File: src/rtl/core/llss_pkg.sv
// Shared types and constants for the least-load server select block.
`timescale 1ns / 1ps
`default_nettype none

package llss_pkg;

    // table size default and fixed field widths
    localparam int DEF_MAX_SERVERS = 16;
    localparam int IDX_W           = 4;
    localparam int CNT_W           = 5;
    localparam int PORT_W          = 16;
    localparam int CNT32_W         = 32;
    localparam int ENTRY_W         = PORT_W + 2 * CNT32_W;
    localparam int ALIVE_N         = 2 ** IDX_W;

    // one candidate entry as read back from the table
    typedef struct packed {
        logic [CNT_W-1:0]   idx;
        logic [PORT_W-1:0]  port;
        logic [CNT32_W-1:0] total;
        logic [CNT32_W-1:0] fail;
    } t_cand;

    // control from the sequencer to the compare unit
    typedef struct packed {
        logic clear;
        logic load;
    } t_cmp_ctl;

endpackage

`default_nettype wire

File: src/rtl/core/least_load_server_select_top.sv
// Top level of the least-load server select block: table, scan sequencer, output register.
//
// Usage:
//   Input channel (i_in_valid / o_in_stall) carries update and select beats.
//   An update (i_kind = 0) writes one table entry in the cycle it is accepted
//   and gives no result; the block is ready again on the next cycle.
//   A select (i_kind = 1) scans entries 0 .. min(active_servers, MAX_SERVERS)-1
//   through one comparator, one entry per cycle, reading port and counts from
//   a RAM with registered read. o_in_stall stays high until the result has
//   entered the output register, so a new select is taken only once the
//   previous result is registered.
//   Output channel (o_out_valid / i_out_stall) holds the result in a register;
//   while the receiver stalls, the beat holds and a finished scan waits for it.
//   Configuration: i_cfg_we writes active_servers (5 bits); the user is to write it only
//   while the block idles (not enforced by the block). Reset (synchronous, active low)
//   marks every entry dead, sets active_servers to 1 and empties the output register.
//   Port and count storage is not cleared; an entry is used only after it is written.
`timescale 1ns / 1ps
`default_nettype none

module least_load_server_select_top
    import llss_pkg::*;
#(
    parameter int MAX_SERVERS = DEF_MAX_SERVERS
) (
    input  wire logic                i_clk,
    input  wire logic                i_rst_n,
    input  wire logic                i_cfg_we,
    input  wire logic [CNT_W-1:0]    i_cfg_wdata,
    input  wire logic                i_in_valid,
    output logic                     o_in_stall,
    input  wire logic                i_kind,
    input  wire logic [IDX_W-1:0]    i_entry_index,
    input  wire logic [PORT_W-1:0]   i_server_port,
    input  wire logic                i_server_alive,
    input  wire logic [CNT32_W-1:0]  i_total_count,
    input  wire logic [CNT32_W-1:0]  i_fail_count,
    output logic                     o_out_valid,
    input  wire logic                i_out_stall,
    output logic                     o_found,
    output logic [PORT_W-1:0]        o_best_port,
    output logic [IDX_W-1:0]         o_best_index
);

    localparam int AW = $clog2(MAX_SERVERS);

    localparam logic [1:0] ST_IDLE = 2'd0;
    localparam logic [1:0] ST_SCAN = 2'd1;
    localparam logic [1:0] ST_FIN  = 2'd2;

    logic [1:0]          r_state, n_state;
    logic [CNT_W-1:0]    r_cfg;
    logic [CNT_W-1:0]    r_limit, n_limit;
    logic [CNT_W-1:0]    r_cnt, n_cnt;
    logic                r_rd_vld, n_rd_vld;
    logic [CNT_W-1:0]    r_rd_idx;
    logic [ALIVE_N-1:0]  r_alive;
    logic                r_out_vld, n_out_vld;
    logic                r_found;
    logic [PORT_W-1:0]   r_port;
    logic [IDX_W-1:0]    r_idx;

    logic                in_acc;
    logic                upd_ok;
    logic                issue;
    logic                out_free;
    logic                out_load;
    logic                rd_alive;
    logic [ENTRY_W-1:0]  rd_data;
    t_cand               cand;
    t_cmp_ctl            cmp_ctl;
    logic                have;
    logic [CNT_W-1:0]    best_idx;
    logic [PORT_W-1:0]   best_port;

    // handshake decode
    assign o_in_stall = (r_state != ST_IDLE);
    assign in_acc     = i_in_valid && !o_in_stall;
    assign upd_ok     = in_acc && !i_kind
                        && (32'(i_entry_index) < 32'(MAX_SERVERS));
    assign issue      = (r_state == ST_SCAN) && (r_cnt < r_limit);
    assign out_free   = !r_out_vld || !i_out_stall;
    assign out_load   = (r_state == ST_FIN) && out_free;

    // configuration register
    always_ff @(posedge i_clk) begin
        if (!i_rst_n) begin
            r_cfg <= CNT_W'(1);
        end else if (i_cfg_we) begin
            r_cfg <= i_cfg_wdata;
        end
    end

    // alive marks, one per entry index value
    always_ff @(posedge i_clk) begin
        if (!i_rst_n) begin
            r_alive <= '0;
        end else if (upd_ok) begin
            r_alive[i_entry_index] <= i_server_alive;
        end
    end

    // port and count storage
    llss_ram #(
        .WIDTH (ENTRY_W),
        .DEPTH (MAX_SERVERS)
    ) u_ram (
        .i_clk   (i_clk),
        .i_we    (upd_ok),
        .i_waddr (AW'(i_entry_index)),
        .i_wdata ({i_server_port, i_total_count, i_fail_count}),
        .i_raddr (AW'(r_cnt)),
        .o_rdata (rd_data)
    );

    // candidate from the read issued last cycle
    assign rd_alive   = (r_rd_idx < CNT_W'(ALIVE_N)) && r_alive[r_rd_idx[IDX_W-1:0]];
    assign cand.idx   = r_rd_idx;
    assign cand.port  = rd_data[ENTRY_W-1 -: PORT_W];
    assign cand.total = rd_data[2*CNT32_W-1 -: CNT32_W];
    assign cand.fail  = rd_data[CNT32_W-1:0];

    assign cmp_ctl.clear = in_acc && i_kind;
    assign cmp_ctl.load  = r_rd_vld && rd_alive;

    llss_cmp u_cmp (
        .i_clk       (i_clk),
        .i_rst_n     (i_rst_n),
        .i_ctl       (cmp_ctl),
        .i_cand      (cand),
        .o_have      (have),
        .o_best_idx  (best_idx),
        .o_best_port (best_port)
    );

    // scan sequencer
    always_comb begin
        n_state   = r_state;
        n_limit   = r_limit;
        n_cnt     = r_cnt;
        n_rd_vld  = issue;
        n_out_vld = r_out_vld;
        if (r_out_vld && !i_out_stall) begin
            n_out_vld = 1'b0;
        end
        case (r_state)
            ST_IDLE: begin
                if (in_acc && i_kind) begin
                    n_state = ST_SCAN;
                    n_cnt   = '0;
                    if (32'(r_cfg) > 32'(MAX_SERVERS)) begin
                        n_limit = CNT_W'(MAX_SERVERS);
                    end else begin
                        n_limit = r_cfg;
                    end
                end
            end
            ST_SCAN: begin
                if (issue) begin
                    n_cnt = r_cnt + CNT_W'(1);
                end else if (!r_rd_vld) begin
                    n_state = ST_FIN;
                end
            end
            ST_FIN: begin
                if (out_free) begin
                    n_out_vld = 1'b1;
                    n_state   = ST_IDLE;
                end
            end
            default: begin
                n_state = ST_IDLE;
            end
        endcase
    end

    always_ff @(posedge i_clk) begin
        if (!i_rst_n) begin
            r_state   <= ST_IDLE;
            r_limit   <= '0;
            r_cnt     <= '0;
            r_rd_vld  <= 1'b0;
            r_out_vld <= 1'b0;
        end else begin
            r_state   <= n_state;
            r_limit   <= n_limit;
            r_cnt     <= n_cnt;
            r_rd_vld  <= n_rd_vld;
            r_out_vld <= n_out_vld;
        end
    end

    // read tag and output payload
    always_ff @(posedge i_clk) begin
        if (issue) begin
            r_rd_idx <= r_cnt;
        end
        if (out_load) begin
            r_found <= have;
            r_port  <= have ? best_port : '0;
            r_idx   <= have ? best_idx[IDX_W-1:0] : '0;
        end
    end

    assign o_out_valid  = r_out_vld;
    assign o_found      = r_found;
    assign o_best_port  = r_port;
    assign o_best_index = r_idx;

`ifndef SYNTH
    // a not-found beat carries zero port and index
    a_notfound_zero: assert property (@(posedge i_clk) disable iff (!i_rst_n)
        o_out_valid && !o_found |-> (o_best_port == '0) && (o_best_index == '0))
        else $error("not-found result with nonzero payload");

    // reads are only in flight during a scan
    a_rd_in_scan: assert property (@(posedge i_clk) disable iff (!i_rst_n)
        r_rd_vld |-> (r_state == ST_SCAN))
        else $error("table read outside scan");

    // scan counter never passes the limit
    a_cnt_limit: assert property (@(posedge i_clk) disable iff (!i_rst_n)
        (r_state == ST_SCAN) |-> (r_cnt <= r_limit))
        else $error("scan counter past limit");

    // an accepted select starts a scan
    a_sel_scan: assert property (@(posedge i_clk) disable iff (!i_rst_n)
        in_acc && i_kind |=> (r_state == ST_SCAN) && (r_cnt == '0))
        else $error("select did not start a scan");
`endif

endmodule

`default_nettype wire

File: src/rtl/core/llss_ram.sv
// Generic single-write, single-read RAM with registered read data.
`timescale 1ns / 1ps
`default_nettype none

module llss_ram #(
    parameter int WIDTH = 8,
    parameter int DEPTH = 16
) (
    input  wire logic                     i_clk,
    input  wire logic                     i_we,
    input  wire logic [$clog2(DEPTH)-1:0] i_waddr,
    input  wire logic [WIDTH-1:0]         i_wdata,
    input  wire logic [$clog2(DEPTH)-1:0] i_raddr,
    output logic      [WIDTH-1:0]         o_rdata
);

    logic [WIDTH-1:0] r_mem [DEPTH];
    logic [WIDTH-1:0] r_rdata;

    // write port and registered read port
    always_ff @(posedge i_clk) begin
        if (i_we) begin
            r_mem[i_waddr] <= i_wdata;
        end
        r_rdata <= r_mem[i_raddr];
    end

    assign o_rdata = r_rdata;

endmodule

`default_nettype wire

File: src/rtl/core/llss_cmp.sv
// Shared compare unit: keeps the best entry seen so far during a scan.
`timescale 1ns / 1ps
`default_nettype none

module llss_cmp
    import llss_pkg::*;
(
    input  wire logic              i_clk,
    input  wire logic              i_rst_n,
    input  wire t_cmp_ctl          i_ctl,
    input  wire t_cand             i_cand,
    output logic                   o_have,
    output logic [CNT_W-1:0]       o_best_idx,
    output logic [PORT_W-1:0]      o_best_port
);

    logic                r_have;
    logic [CNT_W-1:0]    r_best_idx;
    logic [PORT_W-1:0]   r_best_port;
    logic [CNT32_W-1:0]  r_best_total;
    logic [CNT32_W-1:0]  r_best_fail;
    logic                take;

    // fewer total wins, then fewer failures; ties keep the earlier entry
    always_comb begin
        take = !r_have
            || (i_cand.total < r_best_total)
            || ((i_cand.total == r_best_total) && (i_cand.fail < r_best_fail));
    end

    // have flag is control
    always_ff @(posedge i_clk) begin
        if (!i_rst_n) begin
            r_have <= 1'b0;
        end else if (i_ctl.clear) begin
            r_have <= 1'b0;
        end else if (i_ctl.load) begin
            r_have <= 1'b1;
        end
    end

    // best-so-far payload
    always_ff @(posedge i_clk) begin
        if (i_ctl.load && take && !i_ctl.clear) begin
            r_best_idx   <= i_cand.idx;
            r_best_port  <= i_cand.port;
            r_best_total <= i_cand.total;
            r_best_fail  <= i_cand.fail;
        end
    end

    assign o_have      = r_have;
    assign o_best_idx  = r_best_idx;
    assign o_best_port = r_best_port;

endmodule

`default_nettype wire
File: config.mk
export PLATFORM = sky130hd
export DESIGN_NAME = least_load_server_select_top
export DESIGN_NICKNAME = d
export VERILOG_FILES = /design/src/rtl/core/llss_pkg.sv /design/src/rtl/core/least_load_server_select_top.sv /design/src/rtl/core/llss_ram.sv /design/src/rtl/core/llss_cmp.sv
export SDC_FILE = /design/constraint.sdc
export NUM_CORES = 1
export LEC_CHECK = 0
export BUFFER_PORTS_ARGS = -buffer_cell sky130_fd_sc_hd__buf_2
export CORE_ASPECT_RATIO = 1.1
export CORE_MARGIN = 5
export CORE_UTILIZATION = 30
export CTS_CLUSTER_DIAMETER = 30
export DETAILED_ROUTE_END_ITERATION = 7
export GPL_TIMING_DRIVEN = 0
export PLACE_DENSITY_LB_ADDON = 0.1
export SKIP_CTS_REPAIR_TIMING = 1
export SLEW_MARGIN = 15
export SYNTH_ARGS = -nofsm -noshare
export SYNTH_HDL_FRONTEND = slang
export SYNTH_SLANG_ARGS = --single-unit
File: constraint.sdc
create_clock -name i_clk -period 13.5 [get_ports i_clk]
set_clock_uncertainty 0.1 [all_clocks]
set_input_delay 4.05 -clock i_clk [delete_from_list [all_inputs] [get_ports i_clk]]
set_output_delay 4.05 -clock i_clk [all_outputs]
set_load 0.01 [all_outputs]
==> Word-level counts from Yosys, hierarchy flattened <==
Memories as Yosys holds them, arrays and structs flattened. A register that Yosys moved wholly into a read port is not among the register bits.
Cells that the tools add are included.
{ "classes": {"bitwise": 1, "n_reduce_logical": 28, "eq_ne": 8, "n_addsub": 1, "n_mux": 19, "n_lt_le_gt_ge": 8} }
{ "ops": {"columns": ["cell", "n"], "rows": [
  ["$lt A32 B32 Y1", 2],
  ["$eq A32 B32 Y1", 1],
  ["$bwmux W16", 1],
  ["$mux W5", 3],
  ["$logic_and A1 B1 Y1", 12],
  ["$lt A4 B5 Y1 const B", 2],
  ["$pmux W5 S2", 1],
  ["$mux W2", 4],
  ["$ne A2 B2 Y1 const B", 4],
  ["$mux W1", 7],
  ["$logic_not A1 Y1", 6],
  ["$pmux W2 S3", 1],
  ["$add A5 B1 Y5 const B", 1],
  ["$gt A5 B5 Y1 const B", 1],
  ["$lt A5 B5 Y1", 1],
  ["$lt A5 B5 Y1 const B", 1],
  ["$bmux W1 S4", 1],
  ["$demux W1 S4", 1],
  ["$ge A4 B1 Y1 const B", 1],
  ["$reduce_and A4 Y1", 1],
  ["$reduce_bool A2 Y1", 2],
  ["$logic_or A1 B1 Y1", 3],
  ["$reduce_and A3 Y1", 1],
  ["$eq A2 B1 Y1 const B", 1],
  ["6 further kinds", 6]
]} }
{ "totals": {"out_inout_bits": 23, "ram_bits": 1280, "word_cells": 82, "reg_bits": 146, "memories": 1} }
{ "mem_list": {"columns": ["name", "words", "width", "rd", "rd_clocked_by_memory_dff", "write_ports", "line", "source"], "rows": [
  ["u_ram.r_mem", 16, 80, 1, 1, 1, "llss_ram.sv:17", "logic [WIDTH-1:0] r_mem [DEPTH];"]
]} }

==> Depth between registers and ports, before layout <==
Gate-level depths: netlist of the first run.
{ "depth": {"ltp_word": 6, "depth_mapped": 8, "ltp_nobuf": 8} }

==> By module <==
A second synthesis of the first run with hierarchy kept.
{ "unflattened": {"hier_cells": 2606, "hier_area_um2": 56240.2} }
{ "modules_own_cells": {"columns": ["module", "cells_per_inst", "instances", "area_per_inst_um2"], "rows": [
  ["llss_ram", 2054, 1, 49422.4],
  ["llss_cmp", 314, 1, 4189.0],
  ["least_load_server_select_top", 238, 1, 2628.8]
]} }

==> Worst setup path after synthesis of the first run <==
No wires, ideal clock.
{ "synth_path": {"kind": "input to register", "startpoint": "input port i_in_valid", "endpoint": "register u_cmp.r_best_idx[0], in the netlist u_cmp.o_best_idx[0], enable pin", "path_buffers": 1, "t_required_ns": 12.846, "path_stages": 4, "arrival_ns": 8.660, "setup_slack_ns": 4.185, "path_cell_list": "nand3_1 > clkbuf_1 > nand2_1 > a21oi_1"} }
{ "synth_between": {"elab_chain_cells": 4} }
{ "synth_rtl": {"columns": ["element", "line", "source"], "rows": [
  ["start, declared", "least_load_server_select_top.sv:30", "input wire logic i_in_valid,"],
  ["$logic_and A1 B1 Y1", "least_load_server_select_top.sv:78", "assign in_acc = i_in_valid && !o_in_stall;"],
  ["$logic_and A1 B1 Y1", "least_load_server_select_top.sv:123", "assign cmp_ctl.clear = in_acc && i_kind;"],
  ["$logic_not A1 Y1", "llss_cmp.sv:44", "if (i_ctl.load && take && !i_ctl.clear) begin"],
  ["$logic_and A1 B1 Y1", "llss_cmp.sv:44", null],
  ["end signal, assigned", "llss_cmp.sv:45", "r_best_idx <= i_cand.idx;"],
  ["end, declared", "llss_cmp.sv:18", "logic [CNT_W-1:0] r_best_idx;"]
]} }
No other way between the ends.
A chain may end at the register's enable or synchronous reset.

==> Final worst setup path of the first run <==
{ "layout_path": {"startpoint": "input port i_kind", "endpoint": "memory u_ram.r_mem[4][38] in the netlist's numbering, enable pin"} }
{ "layout_between": {"elab_chain_cells": 4} }
{ "layout_rtl": {"columns": ["element", "line", "source"], "rows": [
  ["start, declared", "least_load_server_select_top.sv:32", "input wire logic i_kind,"],
  ["$logic_not A1 Y1", "least_load_server_select_top.sv:79", "assign upd_ok = in_acc && !i_kind"],
  ["$logic_and A1 B1 Y1", "least_load_server_select_top.sv:79", null],
  ["$mux W1", "llss_ram.sv:22", "if (i_we) begin"],
  ["$mux W1 (implied by the code)", "llss_ram.sv:23", "r_mem[i_waddr] <= i_wdata;"],
  ["end, declared", "llss_ram.sv:17", null]
]} }
No other way between the ends.

==> results.cfg, run 1 <==
[power]
p_total_mw = 13.8
vdd_drop_max_mv = 0.122
power_density_nw_per_um2 = 185
p_leak_nw = 24.6

[global_route]
grt_use_total = 0.163
grt_max_degree = 21
grt_pass1_wl_um = 226000
antenna_found_initial = 38
grt.overflow.total = 0
grt_pass1_vias = 30600

[yosys]
netlist.top_cell.by_area = edfxtp_1
synth_edf_count = 1390
seq_area_frac_synth = 0.781
synth_cell_types = 50
syn-cell-area_um2 = 56400
ys_ff_latch = 1506
synthCells = 2405
ys_top_cells_by_area = edfxtp_1, mux4_2, dfxtp_1
async_flop_share = 0
ys.flop_type = edfxtp_1
yosysWarnings = 0
syn-num-nets = 2569
avgSynthCellArea_um2 = 23.4
synth_top_area_frac = 0.740

[clock_network]
clock_latency_ns = 0.91
htree_num_levels = 5
clkSinkCount = 1506
clk_pin_slew_ns = 0.04
numCtsBuffers = 369
cts_root_buf = clkbuf_16
cts_tree = yes
clockBufferDepth = 4

[sta]
hold_viol_final = 0
slew-limit-headroom = 0.202
setup_viol = 0
tightest_slew_ns = 1.20
rsz0062_at_grt = false
period_minus_slack_ns = 6.39
fin_ws_ns = 7.11
report.final.slew_viol_count = 0
fin_setup_tns_ns = 0
whs_ns = 0.300
fmax_mhz = 156
post-route-period-util = 0.474

[final_layout]
syn_to_final_growth_pct = 32.5
nets = 3178
n_fill_cell = 16600
final_common_cell = edfxtp_1
final_area_um2 = 74700
layout_common_cells = edfxtp_1, mux4_2, clkbuf_16
drive_gt1_frac = 0.391

[setup_path]
timing.critical_path.to_type = flip-flop
path_delay_family = simple AND/OR/NAND/NOR gates
critPathSlowestCell = nor3_4
crit_arrival_ns = 6.85
start_kind = primary input
critical_path_class = in2reg
cp_max_fo = 9
cp.required_ns = 13.96
max_stage_delay_ns = 0.73
path_common_cell = buf_8
crit_buf_inv = 5
cp_cell_sequence = buf_2 -> nor4b_1 -> nor2b_1 -> nand2_1 -> nor3_4 -> buf_8 -> buf_8 -> buf_8 -> buf_8

[die]
num_rows = 167
die_h_um = 465
fp.dieW_um = 423
core_um2 = 188000
dieArea_um2 = 197000
ios = 119
start_util = 0.301

[detailed_routing]
dr_total_vias = 27700
via_per_inst = 4.80
drc = 0
firstDrtPassIters = 5
postRouteAntennaNets = 0
drt_wl_total_um = 161000
drt_iter0_drc = 1939
avgRoutedWirePerCell_um = 28.0

[place]
finalWeightedCongestion = 0.717
port_buffers = 117
placed_cell_area_um2 = 62700
place_ws_ns = 6.14
dp_hpwl_um = 104000

[run_status]
status = finished, final reports clean

[min_path]
hold_path.class = reg2reg

[flow_run]
drv_cap = 0
state kept, by name, indices dropped and copies added (netlist names), 16 cells and up:
name / flops
r_alive: 16
u_cmp.r_best_fail: 32
u_cmp.r_best_total: 32
u_cmp.o_best_port: 16
o_best_port: 16
u_ram.o_rdata: 80
u_ram.r_mem: 1280
stage by stage:
step | std cells | utilization
2_1_floorplan | 2405 | -
3_3_place_gp | 4972 | 0.320
3_5_place_dp | 5093 | 0.334
4_1_cts | 5756 | 0.398
5_1_grt | 5757 | 0.398
6_report | 5762 | 0.398
worst reg2reg max path, stage by stage (launching register included):
cell and delay, ns:
edfxtp_1 0.36, inv_1 0.06, ha_1 0.23, a211o_1 0.25
a31oi_1 0.16, o221ai_1 0.34, a21oi_1 0.48, o211ai_1 0.39
a21oi_4 0.60, buf_16 0.25, buf_16 0.18, buf_16 0.20
routing by layer:
layer	track usage	part of all wire	vias up
met1	0.212	0.42	14900
met2	0.272	0.50	921
met4	0.0557	0.028	8
met3	0.0360	0.053	305
met5	0	0.00030	-
li1	-	-	11500
logic make-up after synthesis:
| group | Yosys count | share of synthesized area |
|---|---|---|
| simple gates | 146 | 0.0134 |
| mux | 418 | 0.164 |
| flops | 1506 | 0.781 |
| fa+ha+maj | 68 | 0.0151 |
| buf+inv | 169 | 0.0156 |
| xor+xnor | 2 | 0.000311 |
| compound gates | 96 | 0.0101 |
area by class of cell:
cell class / count / area, um2 / area share
antenna: 6 / 15.0 / 0.000201
buffer: 98 / 624 / 0.00836
clock buffer: 449 / 9860 / 0.132
clock inverter: 214 / 2180 / 0.0292
inverter: 71 / 267 / 0.00357
multi-input combinational: 730 / 11600 / 0.155
sequential: 1506 / 44100 / 0.590
tap: 2450 / 3070 / 0.0410
timing repair buffer: 238 / 3040 / 0.0406
path summary, 6_finish.rpt:
path | slack [ns] | depth (start not counted) | start | end
worst max-delay path | 7.11 | 9 | i_kind | u_ram.r_mem[4][38]
worst min register to register | 0.30 | 0 | u_ram.o_rdata[68] | u_cmp.o_best_port[4]
worst min-delay path | 0.30 | 0 | u_ram.o_rdata[68] | u_cmp.o_best_port[4]
worst max register to register | 9.57 | 11 | u_cmp.r_best_fail[2] | u_cmp.r_best_total[5]
Yosys cell counts, drive strengths merged, types with 10 or more instances:
| library cell | number |
|---|---|
| a21oi | 45 |
| nand3 | 10 |
| nand2 | 32 |
| mux4 | 405 |
| edfxtp | 1390 |
| inv | 71 |
| ha | 68 |
| o21ai | 19 |
| mux2i | 13 |
| buf | 56 |
| clkbuf | 42 |
| and2 | 21 |
| nor2 | 40 |
| dfxtp | 116 |
where the power goes:
| part | internal, mW | switching, mW | total (mW) |
|---|---|---|---|
| registers | 5.15 | 0.0158 | 5.17 |
| clock network | 5.81 | 2.61 | 8.42 |
| logic | 0.0975 | 0.159 | 0.256 |
| total | 11.1 | 2.78 | 13.8 |
Note: power is estimated with default switching activity, not from simulation.
==> inputs of run 2 (changes only) <==
--- a/config.mk
+++ b/config.mk
@@ -5,6 +5,7 @@
 export SDC_FILE = /design/constraint.sdc
 export NUM_CORES = 1
 export LEC_CHECK = 0
+export ABC_AREA = 1
 export BUFFER_PORTS_ARGS = -buffer_cell sky130_fd_sc_hd__buf_2
 export CORE_ASPECT_RATIO = 1.1
 export CORE_MARGIN = 5
==> constraint.sdc (replaced) <==
create_clock -name i_clk -period 6.2 [get_ports i_clk]
set_clock_uncertainty 0.1 [all_clocks]
set_input_delay 1.86 -clock i_clk [delete_from_list [all_inputs] [get_ports i_clk]]
set_output_delay 1.86 -clock i_clk [all_outputs]
set_load 0.01 [all_outputs]
==> run 2 against run 1 <==
  * Synthesized area up 2.7%
  * Sequential share of layout area down 1.3 points
  * Worst hold slack about the same
  * Clock-buffer cell count up 19
  * Largest cell class unchanged
  * Highest routed layer unchanged
==> results.cfg, run 2 <==
[yosys]
ys.flop_type = edfxtp_1
syn-num-nets = 4223
netlist.top_cell.by_area = edfxtp_1
yosysWarnings = 0
synth_edf_count = 1390
synthTopCellsByCount = edfxtp_1, nor2_1, o21ai_0
synth_most_common_cell = edfxtp_1
ys_ff_latch = 1506
synth_cell_types = 39
avgSynthCellArea_um2 = 14.3
synth_top_area_frac = 0.721
ys_top_cells_by_area = edfxtp_1, nor2_1, dfxtp_1
synthCells = 4059
seq_area_frac_synth = 0.761
async_flop_share = 0
syn-cell-area_um2 = 57900

[sta]
slew-limit-headroom = 0.287
report.final.slew_viol_count = 0
period_minus_slack_ns = 4.18
rsz0062_at_grt = false
hold_viol_final = 0
tightest_slew_ns = 1.07
fin_setup_tns_ns = 0
whs_ns = 0.300
post-route-period-util = 0.675
fmax_mhz = 239
setup_viol = 0
fin_ws_ns = 2.02

[detailed_routing]
postRouteAntennaNets = 0
drt_iter0_drc = 2990
drc = 0
dr_total_vias = 36500
avgRoutedWirePerCell_um = 25.4
via_per_inst = 4.86
drt_wl_total_um = 191000
firstDrtPassIters = 6

[die]
num_rows = 169
fp.dieW_um = 429
dieArea_um2 = 202000
start_util = 0.301
die_h_um = 471
ios = 119
core_um2 = 192000

[setup_path]
start_kind = flip-flop
cp.required_ns = 6.66
cp_cell_sequence = inv_1 -> ha_1 -> nand2_1 -> nor2_1 -> nand4_1 -> nor2_1 -> nand3_1 -> nor2_1 -> nand2_1 -> a21oi_4 -> buf_16 -> buf_16
crit_arrival_ns = 4.65
rrSetupSlack_ns = 2.02
timing.critical_path.to_type = flip-flop
max_stage_delay_ns = 0.72
path_delay_family = simple AND/OR/NAND/NOR gates
crit_buf_inv = 3
rr_startpoint = u_cmp.r_best_total[23]
path_common_cell = nor2_1
critical_path_class = reg2reg
r2r_end = u_cmp.r_best_fail[15]
critPathSlowestCell = a21oi_4
cp_max_fo = 17
worstRegToRegCells = 12

[clock_network]
clockBufferDepth = 4
clkSinkCount = 1506
cts_root_buf = clkbuf_16
cts_tree = yes
numCtsBuffers = 382
clock_latency_ns = 0.93
clk_pin_slew_ns = 0.04
htree_num_levels = 5

[power]
swShare = 0.218
vdd_drop_max_mv = 0.311
clkPwrFrac = 0.600
p_leak_nw = 26.3
p_total_mw = 32.6
switchingPower_mw = 7.12
p_seq_frac = 0.348
p_int_mw = 25.5
power_frac_comb = 0.052
power_density_nw_per_um2 = 427

[final_layout]
drive_gt1_frac = 0.192
syn_to_final_growth_pct = 31.9
layout_common_cells = edfxtp_1, nor2_1, clkbuf_16
fin_util = 0.397
regMostFlops = u_ram.r_mem
final_common_cell = edfxtp_1
nets = 4804
largest_reg_flops = 1280

[global_route]
grt_use_total = 0.185
antenna_found_initial = 24
grt_pass1_wl_um = 271000
grt_max_degree = 47
grt_pass1_vias = 38000
grt.overflow.total = 0

[min_path]
min_to = u_cmp.o_best_port[13]
min_from = u_ram.o_rdata[77]
hold_depth = 0
hold_path.class = reg2reg

[place]
finalWeightedCongestion = 0.723
dp_hpwl_um = 122000
port_buffers = 117
place_ws_ns = 1.65

[flow_run]
drv_cap = 0

[run_status]
status = finished, final reports clean
==> run 2: power by group through the flow <==
stage                     registers [mW]  logic (mW)  clock network, mW
after global routing                11.3        1.85               20.5
final                               11.3        1.70               19.6
after detailed placement            11.5        1.74                  0
after CTS                           11.3        1.74               19.9
after floorplan                     11.5       0.871                  0
after global placement              11.5        1.69                  0
==> run 2: worst reg2reg max path, stage by stage (launching register included) <==
cell and delay [ns]:
edfxtp_1 0.33, inv_1 0.04, ha_1 0.28, nand2_1 0.07, nor2_1 0.21, nand4_1 0.12, nor2_1 0.67, nand3_1 0.36
nor2_1 0.21, nand2_1 0.26, a21oi_4 0.73, buf_16 0.24, buf_16 0.18
==> run 2: area by class of cell <==
| type | count | area, um2 |
|---|---|---|
| fillers | 18200 | 116000 |
| flip-flops and latches | 1506 | 44100 |
| multi-input cells | 2170 | 12200 |
| clock buffers | 468 | 10200 |
| well taps | 2565 | 3210 |
| clock inverters | 219 | 2530 |
| repair buffers | 197 | 2310 |
| plain buffers | 248 | 1260 |
| inverters | 135 | 527 |
| diodes | 9 | 22.5 |
==> run 2: cell families after synthesis <==
family                     count (synthesis)  synth area share
AOI/OAI and AO/OA                        782            0.0901
and+or+nand+nor                         1190            0.0816
adders and majority gates                 68            0.0147
DFF                                     1506             0.761
muxes                                    129            0.0223
xor gates and xnor gates                   1          0.000151
buffers and inverters                    383            0.0305
==> run 2: worst max path at each step <==
stage | start | to | slack [ns] | cells past startpoint
detailed placement | i_in_valid | u_ram.r_mem[1][55] | 1.65 | 9
global placement | i_in_valid | r_alive[1] | -5.75 | 7
CTS | u_cmp.r_best_total[23] | u_cmp.r_best_fail[15] | 2.09 | 12
floorplan | i_in_valid | r_alive[0] | -0.03 | 6
global route | u_cmp.r_best_total[23] | u_cmp.r_best_fail[15] | 1.85 | 12
finish | u_cmp.r_best_total[23] | u_cmp.r_best_fail[15] | 2.02 | 12
==> run 2: layer usage <==
metal | global-route usage | vias to the layer above | wire length [um]
li1 | - | 16600 | -
met1 | 0.236 | 18500 | 81600
met2 | 0.311 | 1069 | 92800
met3 | 0.0430 | 303 | 11400
met4 | 0.0595 | 8 | 4960
met5 | 0 | - | 52
==> run 2: per-stage QoR <==
step	std cells	cell area (um2)
floorplan	4059	57900
global placement	6741	61700
detailed placement	6821	63600
CTS	7508	76400
global route	7511	76400
finish	7517	76400
